==> config.mk <==
export PLATFORM = sky130hd
export DESIGN_NAME = quad_sensor_sun_tracker
export DESIGN_NICKNAME = d
export VERILOG_FILES = /design/src/sv/qsst_pkg.sv /design/src/sv/qsst_ram.sv /design/src/sv/qsst_out_fifo.sv /design/src/sv/quad_sensor_sun_tracker.sv
export SDC_FILE = /design/constraint.sdc
export NUM_CORES = 1
export LEC_CHECK = 0
export ABC_AREA = 1
export BUFFER_PORTS_ARGS = -buffer_cell sky130_fd_sc_hd__buf_2
export CELL_PAD_IN_SITES_DETAIL_PLACEMENT = 0
export CELL_PAD_IN_SITES_GLOBAL_PLACEMENT = 2
export CORE_UTILIZATION = 43
export CTS_CLUSTER_SIZE = 40
export DETAILED_ROUTE_END_ITERATION = 8
export GPL_TIMING_DRIVEN = 0
export PLACE_DENSITY_LB_ADDON = 0.12
export SYNTH_ARGS = -nofsm -noshare
export SYNTH_HDL_FRONTEND = slang
export SYNTH_SLANG_ARGS = --single-unit
==> constraint.sdc <==
create_clock -name clk_i -period 8.6 [get_ports clk_i]
set_clock_uncertainty 0.05 [all_clocks]
set_input_delay 1.72 -clock clk_i [delete_from_list [all_inputs] [get_ports clk_i]]
set_output_delay 1.72 -clock clk_i [all_outputs]
set_load 0.005 [all_outputs]
==> src/sv/qsst_pkg.sv <==
package qsst_pkg;

  // Fixed channel count and field widths of the tracker
  localparam int CHANNELS  = 4;
  localparam int CH_W      = 2;
  localparam int AVG_OUT_W = 10;
  localparam int DIFF_W    = 11;
  localparam int CFG_W     = 8;

  // Result queue sizing
  localparam int OUT_DEPTH = 4;
  localparam int PTR_W     = 2;
  localparam int CNT_W     = 3;

  localparam logic [CFG_W-1:0] DEADBAND_RESET = 8'd10;

  typedef enum logic [1:0] {
    CMD_NONE   = 2'd0,
    CMD_POS    = 2'd1,
    CMD_NEG    = 2'd2,
    CMD_LOCKED = 2'd3
  } cmd_e;

  typedef enum logic {
    ACT_SAMPLE = 1'b0,
    ACT_DECIDE = 1'b1
  } act_e;

  typedef struct packed {
    logic [CH_W-1:0]          channel;
    logic [AVG_OUT_W-1:0]     average;
    logic signed [DIFF_W-1:0] x_diff;
    logic signed [DIFF_W-1:0] y_diff;
    cmd_e                     x_cmd;
    cmd_e                     y_cmd;
  } result_t;

endpackage

==> src/sv/qsst_ram.sv <==
module qsst_ram #(
  parameter int WIDTH = 10,
  parameter int DEPTH = 20,
  localparam int AddrW = (DEPTH > 1) ? $clog2(DEPTH) : 1
) (
  input  logic             clk_i,
  input  logic             we_i,
  input  logic [AddrW-1:0] waddr_i,
  input  logic [WIDTH-1:0] wdata_i,
  input  logic             re_i,
  input  logic [AddrW-1:0] raddr_i,
  output logic [WIDTH-1:0] rdata_o
);

  logic [WIDTH-1:0] mem_q [DEPTH];
  logic [WIDTH-1:0] rdata_q;

  // Write port and registered read port
  always_ff @(posedge clk_i) begin
    if (we_i) begin
      mem_q[waddr_i] <= wdata_i;
    end
    if (re_i) begin
      rdata_q <= mem_q[raddr_i];
    end
  end

  assign rdata_o = rdata_q;

endmodule

==> src/sv/qsst_out_fifo.sv <==
module qsst_out_fifo (
  input  logic                       clk_i,
  input  logic                       rst_ni,
  input  logic                       push_i,
  input  qsst_pkg::result_t          push_data_i,
  input  logic                       pop_i,
  output qsst_pkg::result_t          pop_data_o,
  output logic                       valid_o,
  output logic [qsst_pkg::CNT_W-1:0] count_o
);

  qsst_pkg::result_t               buf_q [qsst_pkg::OUT_DEPTH];
  logic [qsst_pkg::PTR_W-1:0]      wr_ptr_q, wr_ptr_d;
  logic [qsst_pkg::PTR_W-1:0]      rd_ptr_q, rd_ptr_d;
  logic [qsst_pkg::CNT_W-1:0]      count_q, count_d;
  logic                            pop_ok;

  assign pop_ok = pop_i && (count_q != '0);

  // Advance pointers and occupancy
  always_comb begin
    wr_ptr_d = wr_ptr_q;
    rd_ptr_d = rd_ptr_q;
    count_d  = count_q;
    if (push_i) begin
      wr_ptr_d = wr_ptr_q + 1'b1;
    end
    if (pop_ok) begin
      rd_ptr_d = rd_ptr_q + 1'b1;
    end
    case ({push_i, pop_ok})
      2'b10:   count_d = count_q + 1'b1;
      2'b01:   count_d = count_q - 1'b1;
      default: count_d = count_q;
    endcase
  end

  always_ff @(posedge clk_i or negedge rst_ni) begin
    if (!rst_ni) begin
      wr_ptr_q <= '0;
      rd_ptr_q <= '0;
      count_q  <= '0;
    end else begin
      wr_ptr_q <= wr_ptr_d;
      rd_ptr_q <= rd_ptr_d;
      count_q  <= count_d;
    end
  end

  // Store the pushed beat
  always_ff @(posedge clk_i) begin
    if (push_i) begin
      buf_q[wr_ptr_q] <= push_data_i;
    end
  end

  assign pop_data_o = buf_q[rd_ptr_q];
  assign valid_o    = (count_q != '0);
  assign count_o    = count_q;

endmodule

==> src/sv/quad_sensor_sun_tracker.sv <==
// Four-quadrant sun tracker with a moving average per light sensor.
// Input channel (in_valid_i / in_ready_o): action_i = 0 is a sample beat for the
// round-robin channel 0,1,2,3,0,...; action_i = 1 is a decide beat that turns the
// channel averages and the four end switches into one command per axis.
// Output channel (out_valid_o / out_ready_i): exactly one result beat per input
// beat, in order. Configuration: cfg_we_i writes cfg_data_i into the deadband.
// Pipeline: stage 1 does the history and running-sum read-modify-write, stage 2
// divides by TAPS and decides; then the result queue presents it on out_valid_o.
// Throughput: one beat per cycle while in_ready_o is high. Each channel's history and
// running sum live in single-port-read RAMs; a channel is revisited only every fourth
// sample, so the read-modify-write never overlaps itself.
// Stall: a four-entry result queue holds finished beats; in_ready_o drops when the
// queue plus the two pipeline stages hold four beats, and nothing is lost.
// Reset: histories, averages and the channel pointer read as zero at once (valid
// bits per entry, no clearing pass); deadband returns to 10.
module quad_sensor_sun_tracker #(
  parameter int TAPS        = 5,
  parameter int SAMPLE_BITS = 10
) (
  input  logic                                clk_i,
  input  logic                                rst_ni,
  input  logic                                cfg_we_i,
  input  logic [qsst_pkg::CFG_W-1:0]          cfg_data_i,
  input  logic                                in_valid_i,
  output logic                                in_ready_o,
  input  logic                                action_i,
  input  logic [9:0]                          sample_i,
  input  logic                                limit_x_right_i,
  input  logic                                limit_x_left_i,
  input  logic                                limit_y_up_i,
  input  logic                                limit_y_down_i,
  output logic                                out_valid_o,
  input  logic                                out_ready_i,
  output logic [qsst_pkg::CH_W-1:0]           channel_o,
  output logic [qsst_pkg::AVG_OUT_W-1:0]      channel_average_o,
  output logic signed [qsst_pkg::DIFF_W-1:0]  x_difference_o,
  output logic signed [qsst_pkg::DIFF_W-1:0]  y_difference_o,
  output logic [1:0]                          x_command_o,
  output logic [1:0]                          y_command_o
);

  localparam int HIST_DEPTH = qsst_pkg::CHANNELS * TAPS;
  localparam int HADDR_W    = $clog2(HIST_DEPTH);
  localparam int TAP_W      = $clog2(TAPS);
  localparam int SUM_W      = SAMPLE_BITS + $clog2(TAPS);
  // Reciprocal of TAPS, exact for every sum below 2^SUM_W
  localparam int K          = SUM_W + $clog2(TAPS);
  localparam int PROD_W     = SUM_W + K + 1;
  localparam logic [K:0] RECIP = (K + 1)'(((64'd1 << K) / TAPS) + 64'd1);
  localparam int DW = (SAMPLE_BITS + 1 > qsst_pkg::DIFF_W) ? SAMPLE_BITS + 1
                                                           : qsst_pkg::DIFF_W;

  function automatic qsst_pkg::cmd_e axis_decide(
    input logic signed [DW-1:0] d,
    input logic [qsst_pkg::CFG_W-1:0] db,
    input logic pos_lim,
    input logic neg_lim
  );
    logic signed [DW-1:0] dbs;
    qsst_pkg::cmd_e cmd;
    dbs = $signed(DW'(db));
    if (d > dbs) begin
      cmd = pos_lim ? qsst_pkg::CMD_NONE : qsst_pkg::CMD_POS;
    end else if (d < -dbs) begin
      cmd = neg_lim ? qsst_pkg::CMD_NONE : qsst_pkg::CMD_NEG;
    end else begin
      cmd = qsst_pkg::CMD_LOCKED;
    end
    return cmd;
  endfunction

  // ---------------------------------------------------------------- accept
  logic                              in_accept;
  logic                              in_sample;
  logic [31:0]                       sample_wide;
  logic [qsst_pkg::CNT_W-1:0]        fifo_count;
  logic [qsst_pkg::CNT_W-1:0]        inflight;
  logic [qsst_pkg::CFG_W-1:0]        deadband_q;
  logic [qsst_pkg::CH_W-1:0]         next_ch_q;
  logic [TAP_W-1:0]                  wp_q [qsst_pkg::CHANNELS];
  logic [HADDR_W-1:0]                hist_raddr;
  logic [HIST_DEPTH-1:0]             hist_valid_q;
  logic [qsst_pkg::CHANNELS-1:0]     sum_valid_q;

  logic                              s1_valid_q;
  qsst_pkg::act_e                    s1_action_q;
  logic [qsst_pkg::CH_W-1:0]         s1_ch_q;
  logic [SAMPLE_BITS-1:0]            s1_sample_q;
  logic [HADDR_W-1:0]                s1_addr_q;
  logic                              s1_hvalid_q;
  logic                              s1_svalid_q;
  logic [3:0]                        s1_limits_q;

  logic                              s2_valid_q;
  qsst_pkg::act_e                    s2_action_q;
  logic [qsst_pkg::CH_W-1:0]         s2_ch_q;
  logic [SUM_W-1:0]                  s2_sum_q;
  logic [3:0]                        s2_limits_q;

  assign inflight   = fifo_count + qsst_pkg::CNT_W'(s1_valid_q)
                                 + qsst_pkg::CNT_W'(s2_valid_q);
  assign in_ready_o = (inflight < qsst_pkg::CNT_W'(qsst_pkg::OUT_DEPTH));
  assign in_accept  = in_valid_i && in_ready_o;
  assign in_sample  = in_accept && (qsst_pkg::act_e'(action_i) == qsst_pkg::ACT_SAMPLE);
  assign sample_wide = 32'(sample_i);
  assign hist_raddr = HADDR_W'(32'(next_ch_q) * TAPS + 32'(wp_q[next_ch_q]));

  // Hold the deadband register
  always_ff @(posedge clk_i or negedge rst_ni) begin
    if (!rst_ni) begin
      deadband_q <= qsst_pkg::DEADBAND_RESET;
    end else if (cfg_we_i) begin
      deadband_q <= cfg_data_i;
    end
  end

  // Advance the channel pointer and the per-channel history pointer
  always_ff @(posedge clk_i or negedge rst_ni) begin
    if (!rst_ni) begin
      next_ch_q <= '0;
      for (int c = 0; c < qsst_pkg::CHANNELS; c++) begin
        wp_q[c] <= '0;
      end
    end else if (in_sample) begin
      next_ch_q <= next_ch_q + 1'b1;
      if (wp_q[next_ch_q] == TAP_W'(TAPS - 1)) begin
        wp_q[next_ch_q] <= '0;
      end else begin
        wp_q[next_ch_q] <= wp_q[next_ch_q] + 1'b1;
      end
    end
  end

  // ---------------------------------------------------------------- stage 1
  logic [SAMPLE_BITS-1:0] hist_rdata;
  logic [SUM_W-1:0]       sum_rdata;
  logic [SAMPLE_BITS-1:0] oldest;
  logic [SUM_W-1:0]       old_sum;
  logic [SUM_W-1:0]       new_sum;
  logic                   s1_write;

  qsst_ram #(
    .WIDTH (SAMPLE_BITS),
    .DEPTH (HIST_DEPTH)
  ) u_hist_ram (
    .clk_i   (clk_i),
    .we_i    (s1_write),
    .waddr_i (s1_addr_q),
    .wdata_i (s1_sample_q),
    .re_i    (in_sample),
    .raddr_i (hist_raddr),
    .rdata_o (hist_rdata)
  );

  qsst_ram #(
    .WIDTH (SUM_W),
    .DEPTH (qsst_pkg::CHANNELS)
  ) u_sum_ram (
    .clk_i   (clk_i),
    .we_i    (s1_write),
    .waddr_i (s1_ch_q),
    .wdata_i (new_sum),
    .re_i    (in_sample),
    .raddr_i (next_ch_q),
    .rdata_o (sum_rdata)
  );

  // Drop the oldest tap from the running sum, add the new one
  assign s1_write = s1_valid_q && (s1_action_q == qsst_pkg::ACT_SAMPLE);
  assign oldest   = s1_hvalid_q ? hist_rdata : '0;
  assign old_sum  = s1_svalid_q ? sum_rdata : '0;
  assign new_sum  = old_sum - SUM_W'(oldest) + SUM_W'(s1_sample_q);

  // Mark written entries; unwritten ones read as zero
  always_ff @(posedge clk_i or negedge rst_ni) begin
    if (!rst_ni) begin
      hist_valid_q <= '0;
      sum_valid_q  <= '0;
    end else if (s1_write) begin
      hist_valid_q[s1_addr_q] <= 1'b1;
      sum_valid_q[s1_ch_q]    <= 1'b1;
    end
  end

  // Stage valids
  always_ff @(posedge clk_i or negedge rst_ni) begin
    if (!rst_ni) begin
      s1_valid_q <= 1'b0;
      s2_valid_q <= 1'b0;
    end else begin
      s1_valid_q <= in_accept;
      s2_valid_q <= s1_valid_q;
    end
  end

  // Stage payloads
  always_ff @(posedge clk_i) begin
    if (in_accept) begin
      s1_action_q <= qsst_pkg::act_e'(action_i);
      s1_ch_q     <= next_ch_q;
      s1_sample_q <= sample_wide[SAMPLE_BITS-1:0];
      s1_addr_q   <= hist_raddr;
      s1_hvalid_q <= hist_valid_q[hist_raddr];
      s1_svalid_q <= sum_valid_q[next_ch_q];
      s1_limits_q <= {limit_y_down_i, limit_y_up_i, limit_x_left_i, limit_x_right_i};
    end
    if (s1_valid_q) begin
      s2_action_q <= s1_action_q;
      s2_ch_q     <= s1_ch_q;
      s2_sum_q    <= new_sum;
      s2_limits_q <= s1_limits_q;
    end
  end

  // ---------------------------------------------------------------- stage 2
  logic [PROD_W-1:0]      prod;
  logic [SAMPLE_BITS-1:0] quot;
  logic [31:0]            quot_wide;
  logic [SAMPLE_BITS-1:0] avg_q    [qsst_pkg::CHANNELS];
  logic [SAMPLE_BITS-1:0] avg_next [qsst_pkg::CHANNELS];
  logic                   s2_sample;
  logic signed [DW-1:0]   dx, dy;
  qsst_pkg::result_t      res;

  // Divide the running sum by TAPS through the reciprocal
  assign prod      = PROD_W'(s2_sum_q) * PROD_W'(RECIP);
  assign quot      = prod[K +: SAMPLE_BITS];
  assign quot_wide = 32'(quot);
  assign s2_sample = s2_valid_q && (s2_action_q == qsst_pkg::ACT_SAMPLE);

  // Update the averages and form the result beat
  always_comb begin
    for (int c = 0; c < qsst_pkg::CHANNELS; c++) begin
      avg_next[c] = avg_q[c];
    end
    if (s2_sample) begin
      avg_next[s2_ch_q] = quot;
    end
    dx = $signed(DW'(avg_next[0])) - $signed(DW'(avg_next[1]));
    dy = $signed(DW'(avg_next[2])) - $signed(DW'(avg_next[3]));
    res.x_diff = dx[qsst_pkg::DIFF_W-1:0];
    res.y_diff = dy[qsst_pkg::DIFF_W-1:0];
    if (s2_action_q == qsst_pkg::ACT_SAMPLE) begin
      res.channel = s2_ch_q;
      res.average = quot_wide[qsst_pkg::AVG_OUT_W-1:0];
      res.x_cmd   = qsst_pkg::CMD_NONE;
      res.y_cmd   = qsst_pkg::CMD_NONE;
    end else begin
      res.channel = '0;
      res.average = '0;
      res.x_cmd   = axis_decide(dx, deadband_q, s2_limits_q[0], s2_limits_q[1]);
      res.y_cmd   = axis_decide(dy, deadband_q, s2_limits_q[3], s2_limits_q[2]);
    end
  end

  always_ff @(posedge clk_i or negedge rst_ni) begin
    if (!rst_ni) begin
      for (int c = 0; c < qsst_pkg::CHANNELS; c++) begin
        avg_q[c] <= '0;
      end
    end else begin
      for (int c = 0; c < qsst_pkg::CHANNELS; c++) begin
        avg_q[c] <= avg_next[c];
      end
    end
  end

  // ---------------------------------------------------------------- output
  qsst_pkg::result_t out_res;

  qsst_out_fifo u_out_fifo (
    .clk_i       (clk_i),
    .rst_ni      (rst_ni),
    .push_i      (s2_valid_q),
    .push_data_i (res),
    .pop_i       (out_ready_i),
    .pop_data_o  (out_res),
    .valid_o     (out_valid_o),
    .count_o     (fifo_count)
  );

  assign channel_o         = out_res.channel;
  assign channel_average_o = out_res.average;
  assign x_difference_o    = out_res.x_diff;
  assign y_difference_o    = out_res.y_diff;
  assign x_command_o       = out_res.x_cmd;
  assign y_command_o       = out_res.y_cmd;

  // ---------------------------------------------------------------- checks
  a_no_overflow: assert property (@(posedge clk_i) disable iff (!rst_ni)
    inflight <= qsst_pkg::CNT_W'(qsst_pkg::OUT_DEPTH))
    else $error("result queue and pipeline hold more beats than the queue depth");

  a_no_rmw_overlap: assert property (@(posedge clk_i) disable iff (!rst_ni)
    (in_sample && s1_write) |-> (hist_raddr != s1_addr_q))
    else $error("history read hits the entry being written back");

  a_push_shows: assert property (@(posedge clk_i) disable iff (!rst_ni)
    s2_valid_q |=> out_valid_o)
    else $error("pushed result beat not presented");

endmodule
==> run_results.csv <==
group,metric,value,unit
status,status,"complete, no violations",
detailed_routing,drc,0,
clocking,h-tree-depth,2,
sta,finalMaxSlewViolations,0,
clocking,clock_sinks,566,
logic_synthesis,syn_avg_cell_area,10.99,µm²
clocking,cts.path.max_buffers,3,
logic_synthesis,ys_types,49,
logic_synthesis,synth_area_leader_cell,"edfxtp_1",
global_routing,grt_pass1_wl,110000,µm
die,start_util,43.72,%
logic_synthesis,synth_top_area_share,51.09,%
logic_synthesis,synth_seq_area_share,59.69,%
sta,layout_setup_ws,0.5513,ns
worst_setup_path,cp.arrival,8.37,ns
detailed_routing,drt_pass1_iterations,5,
worst_setup_path,start_kind,"flip-flop",
logic_synthesis,ys_warn_count,0,
global_routing,grt_max_degree,61,
die,io_pins,68,
sta,hold_viol,0,
worst_setup_path,slowest_delay,0.54,ns
die,dieArea,65400,µm²
placed_design,routabilityCongestion,0.8237,
logic_synthesis,synth_nets,2767,
sta,finalCritPeriodShare,93.59,%
layout,drive_gt1_share,10.61,%
layout,nets,2913,
worst_setup_path,path_class,"flip-flop to flip-flop",
clocking,cts_made_buffers,58,
detailed_routing,antenna_left,0,
job,max_cap_violations,0,
die,die_x,255.7,µm
die,core,63310,µm²
detailed_routing,wire_per_inst,20.24,µm
placed_design,place_inst,3441,
placed_design,portBuffers,67,
detailed_routing,routed_wl,72070,µm
placed_design,post-place-ws,-0.3283,ns
detailed_routing,drt-initial-drc-count,1207,
logic_synthesis,synthArstFlopShare,16.78,%
die,dieHeight,255.7,µm
sta,setup_tns,0,ns
placed_design,place_hpwl,52160,µm
clocking,cts_tree,"yes",
worst_setup_path,crit_slowest_cell,"edfxtp_1",
clocking,clock_latency,0.63,ns
min_path,hold_class,"flip-flop to flip-flop",
clocking,root_buffer,"clkbuf_16",
global_routing,grt_pass1_vias,18530,
sta,slew_headroom,21.36,%
logic_synthesis,synth_cells,2519,
layout,diodes,0,
global_routing,grtUsageTotal,22.25,%
die,row_count,92,
sta,fin_crit,8.049,ns
clocking,cts.clk_slew.worst_paths,0.06,ns
logic_synthesis,synth_top_flop_cell,"edfxtp_1",
detailed_routing,avgViaCountPerCell,5.151,
layout,syn2layout_area_growth,13.41,%
worst_setup_path,critPathCaptureType,"flip-flop",
worst_setup_path,cpMostUsedCell,"nand2_1",
logic_synthesis,ys_ff_latch,566,
sta,setup-violations-final,0,
worst_setup_path,critPathRequiredTime,8.92,ns
sta,tightest_slew,1.175,ns
sta,max_clock_freq,124.2,MHz
global_routing,gr-total-overflow,0,
logic_synthesis,synth_area_leaders,"edfxtp_1 (51%), dfrtp_1 (8.4%), ha_1 (7.4%)",
detailed_routing,vias,18340,
logic_synthesis,synth_edf_count,471,
logic_synthesis,syn-cell-area,27680,µm²
clocking,hold_buffers,0,
worst_setup_path,critPathMaxFanout,5,
global_routing,antenna_found_initial,0,
sta,rsz0062_at_grt,"false",
layout,finalNonFillerCells,3560,
## metal layers
| metal | share of wire, % | global-route usage (%) | routed length [µm] | vias to the layer above |
|---|---|---|---|---|
| li1 | - | - | - | 8906 |
| met1 | 42 | 28.17 | 30440 | 8958 |
| met2 | 51 | 39.52 | 36570 | 369 |
| met3 | 3.9 | 2.604 | 2775 | 103 |
| met4 | 3.2 | 7.369 | 2283 | 0 |
| met5 | 0 | 0 | 0 | - |
## cell families after synthesis
family	after synthesis	share of synthesized area, %
AOI/OAI and AO/OA	508	10.07
xor gates and xnor gates	44	1.392
adders and majority gates	220	11.46
buffers and inverters	422	5.831
DFF	566	59.69
and+or+nand+nor	759	11.56
## cell usage in the layout, fill, tap and decap left out, types with 7 or more instances in the layout
cell type / count
ha_1: 164
nor2_2: 7
edfxtp_1: 471
nand4_1: 8
buf_2: 67
clkinv_1: 15
dfrtp_1: 93
bufinv_16: 8
nand2_1: 291
inv_2: 14
a21oi_1: 66
o21ai_0: 297
xor2_1: 29
a31oi_1: 18
o21bai_1: 7
nand3_1: 56
or2_2: 28
fa_1: 56
nor3_1: 7
clkbuf_1: 89
nor2_1: 312
clkbuf_16: 60
nand2_2: 30
inv_1: 317
o22ai_1: 88
clkinv_2: 9
buf_4: 15
xnor2_1: 9
## flip-flops by register name (all words and copies together), names as in the netlist, 3 cells and up
name                flops
deadband_q              8
u_hist_ram.mem_q      200
u_hist_ram.rdata_o     10
u_sum_ram.rdata_o      13
u_out_fifo.buf_q      152
u_sum_ram.mem_q        52
sum_valid_q             4
u_out_fifo.count_o      3
s1_sample_q            10
hist_valid_q           20
s2_limits_q             4
avg_q                  40
s2_sum_q               13
wp_q                   12
s1_addr_q               5
s1_limits_q             4
## worst max-delay path: cells and delay by family, from the launching register on
kind	cells	cell delay (ns)
fa+ha+maj	8	3.54
simple gates	15	1.68
compound gates	7	1.34
buf+inv	7	0.63
flops	1	0.54
## cells in the mapped netlist, drive strengths merged, types with 56 or more instances
cell type  number
fa             56
edfxtp        471
inv           332
dfrtp          93
nand3          60
nand2         322
o21ai         304
clkbuf         79
nor2          319
o22ai          88
ha            164
a21oi          69
## worst paths after layout
kind                                 from                      to  slack, ns  depth (start not counted)
setup / recovery              s2_sum_q[5]  u_out_fifo.buf_q[1][2]       0.55                         37
hold / removal             s1_limits_q[1]          s2_limits_q[1]       0.37                          0
setup reg to reg              s2_sum_q[5]  u_out_fifo.buf_q[1][2]       0.55                         37
hold reg to reg            s1_limits_q[1]          s2_limits_q[1]       0.37                          0
max in group asynchronous          rst_ni          sum_valid_q[2]       6.71                          2
min in group asynchronous          rst_ni               avg_q[22]       1.04                          1
## through the flow
stage	util (%)	hold slack (ns)	area, µm²
after CTS	49.38	0.3672	31260
after global placement	45.92	0.3552	29080
after detailed placement	46.20	0.3563	29250
final	49.59	0.3656	31390
after global routing	49.59	0.3661	31390
after floorplan	-	0.3503	27680
## layout make-up
class / instances / area [µm²]
inverter: 333 / 1252
multi-input combinational: 1531 / 9646
buffer: 89 / 362.8
fill: 5761 / 31920
timing repair buffer: 86 / 578.1
sequential: 566 / 16520
tap: 846 / 1059
clock inverter: 37 / 416.7
clock buffer: 72 / 1556
## repair_timing
action / in CTS / in global routing
setup endpoints to repair: 16 / 16
pin swaps: 0 / 2
buffers inserted: 0 / 9
resized for setup: 5 / 6
Power is left out: the tool's default activity adds up to more than one toggle a clock period on the data nets, which glitch-free logic cannot reach.
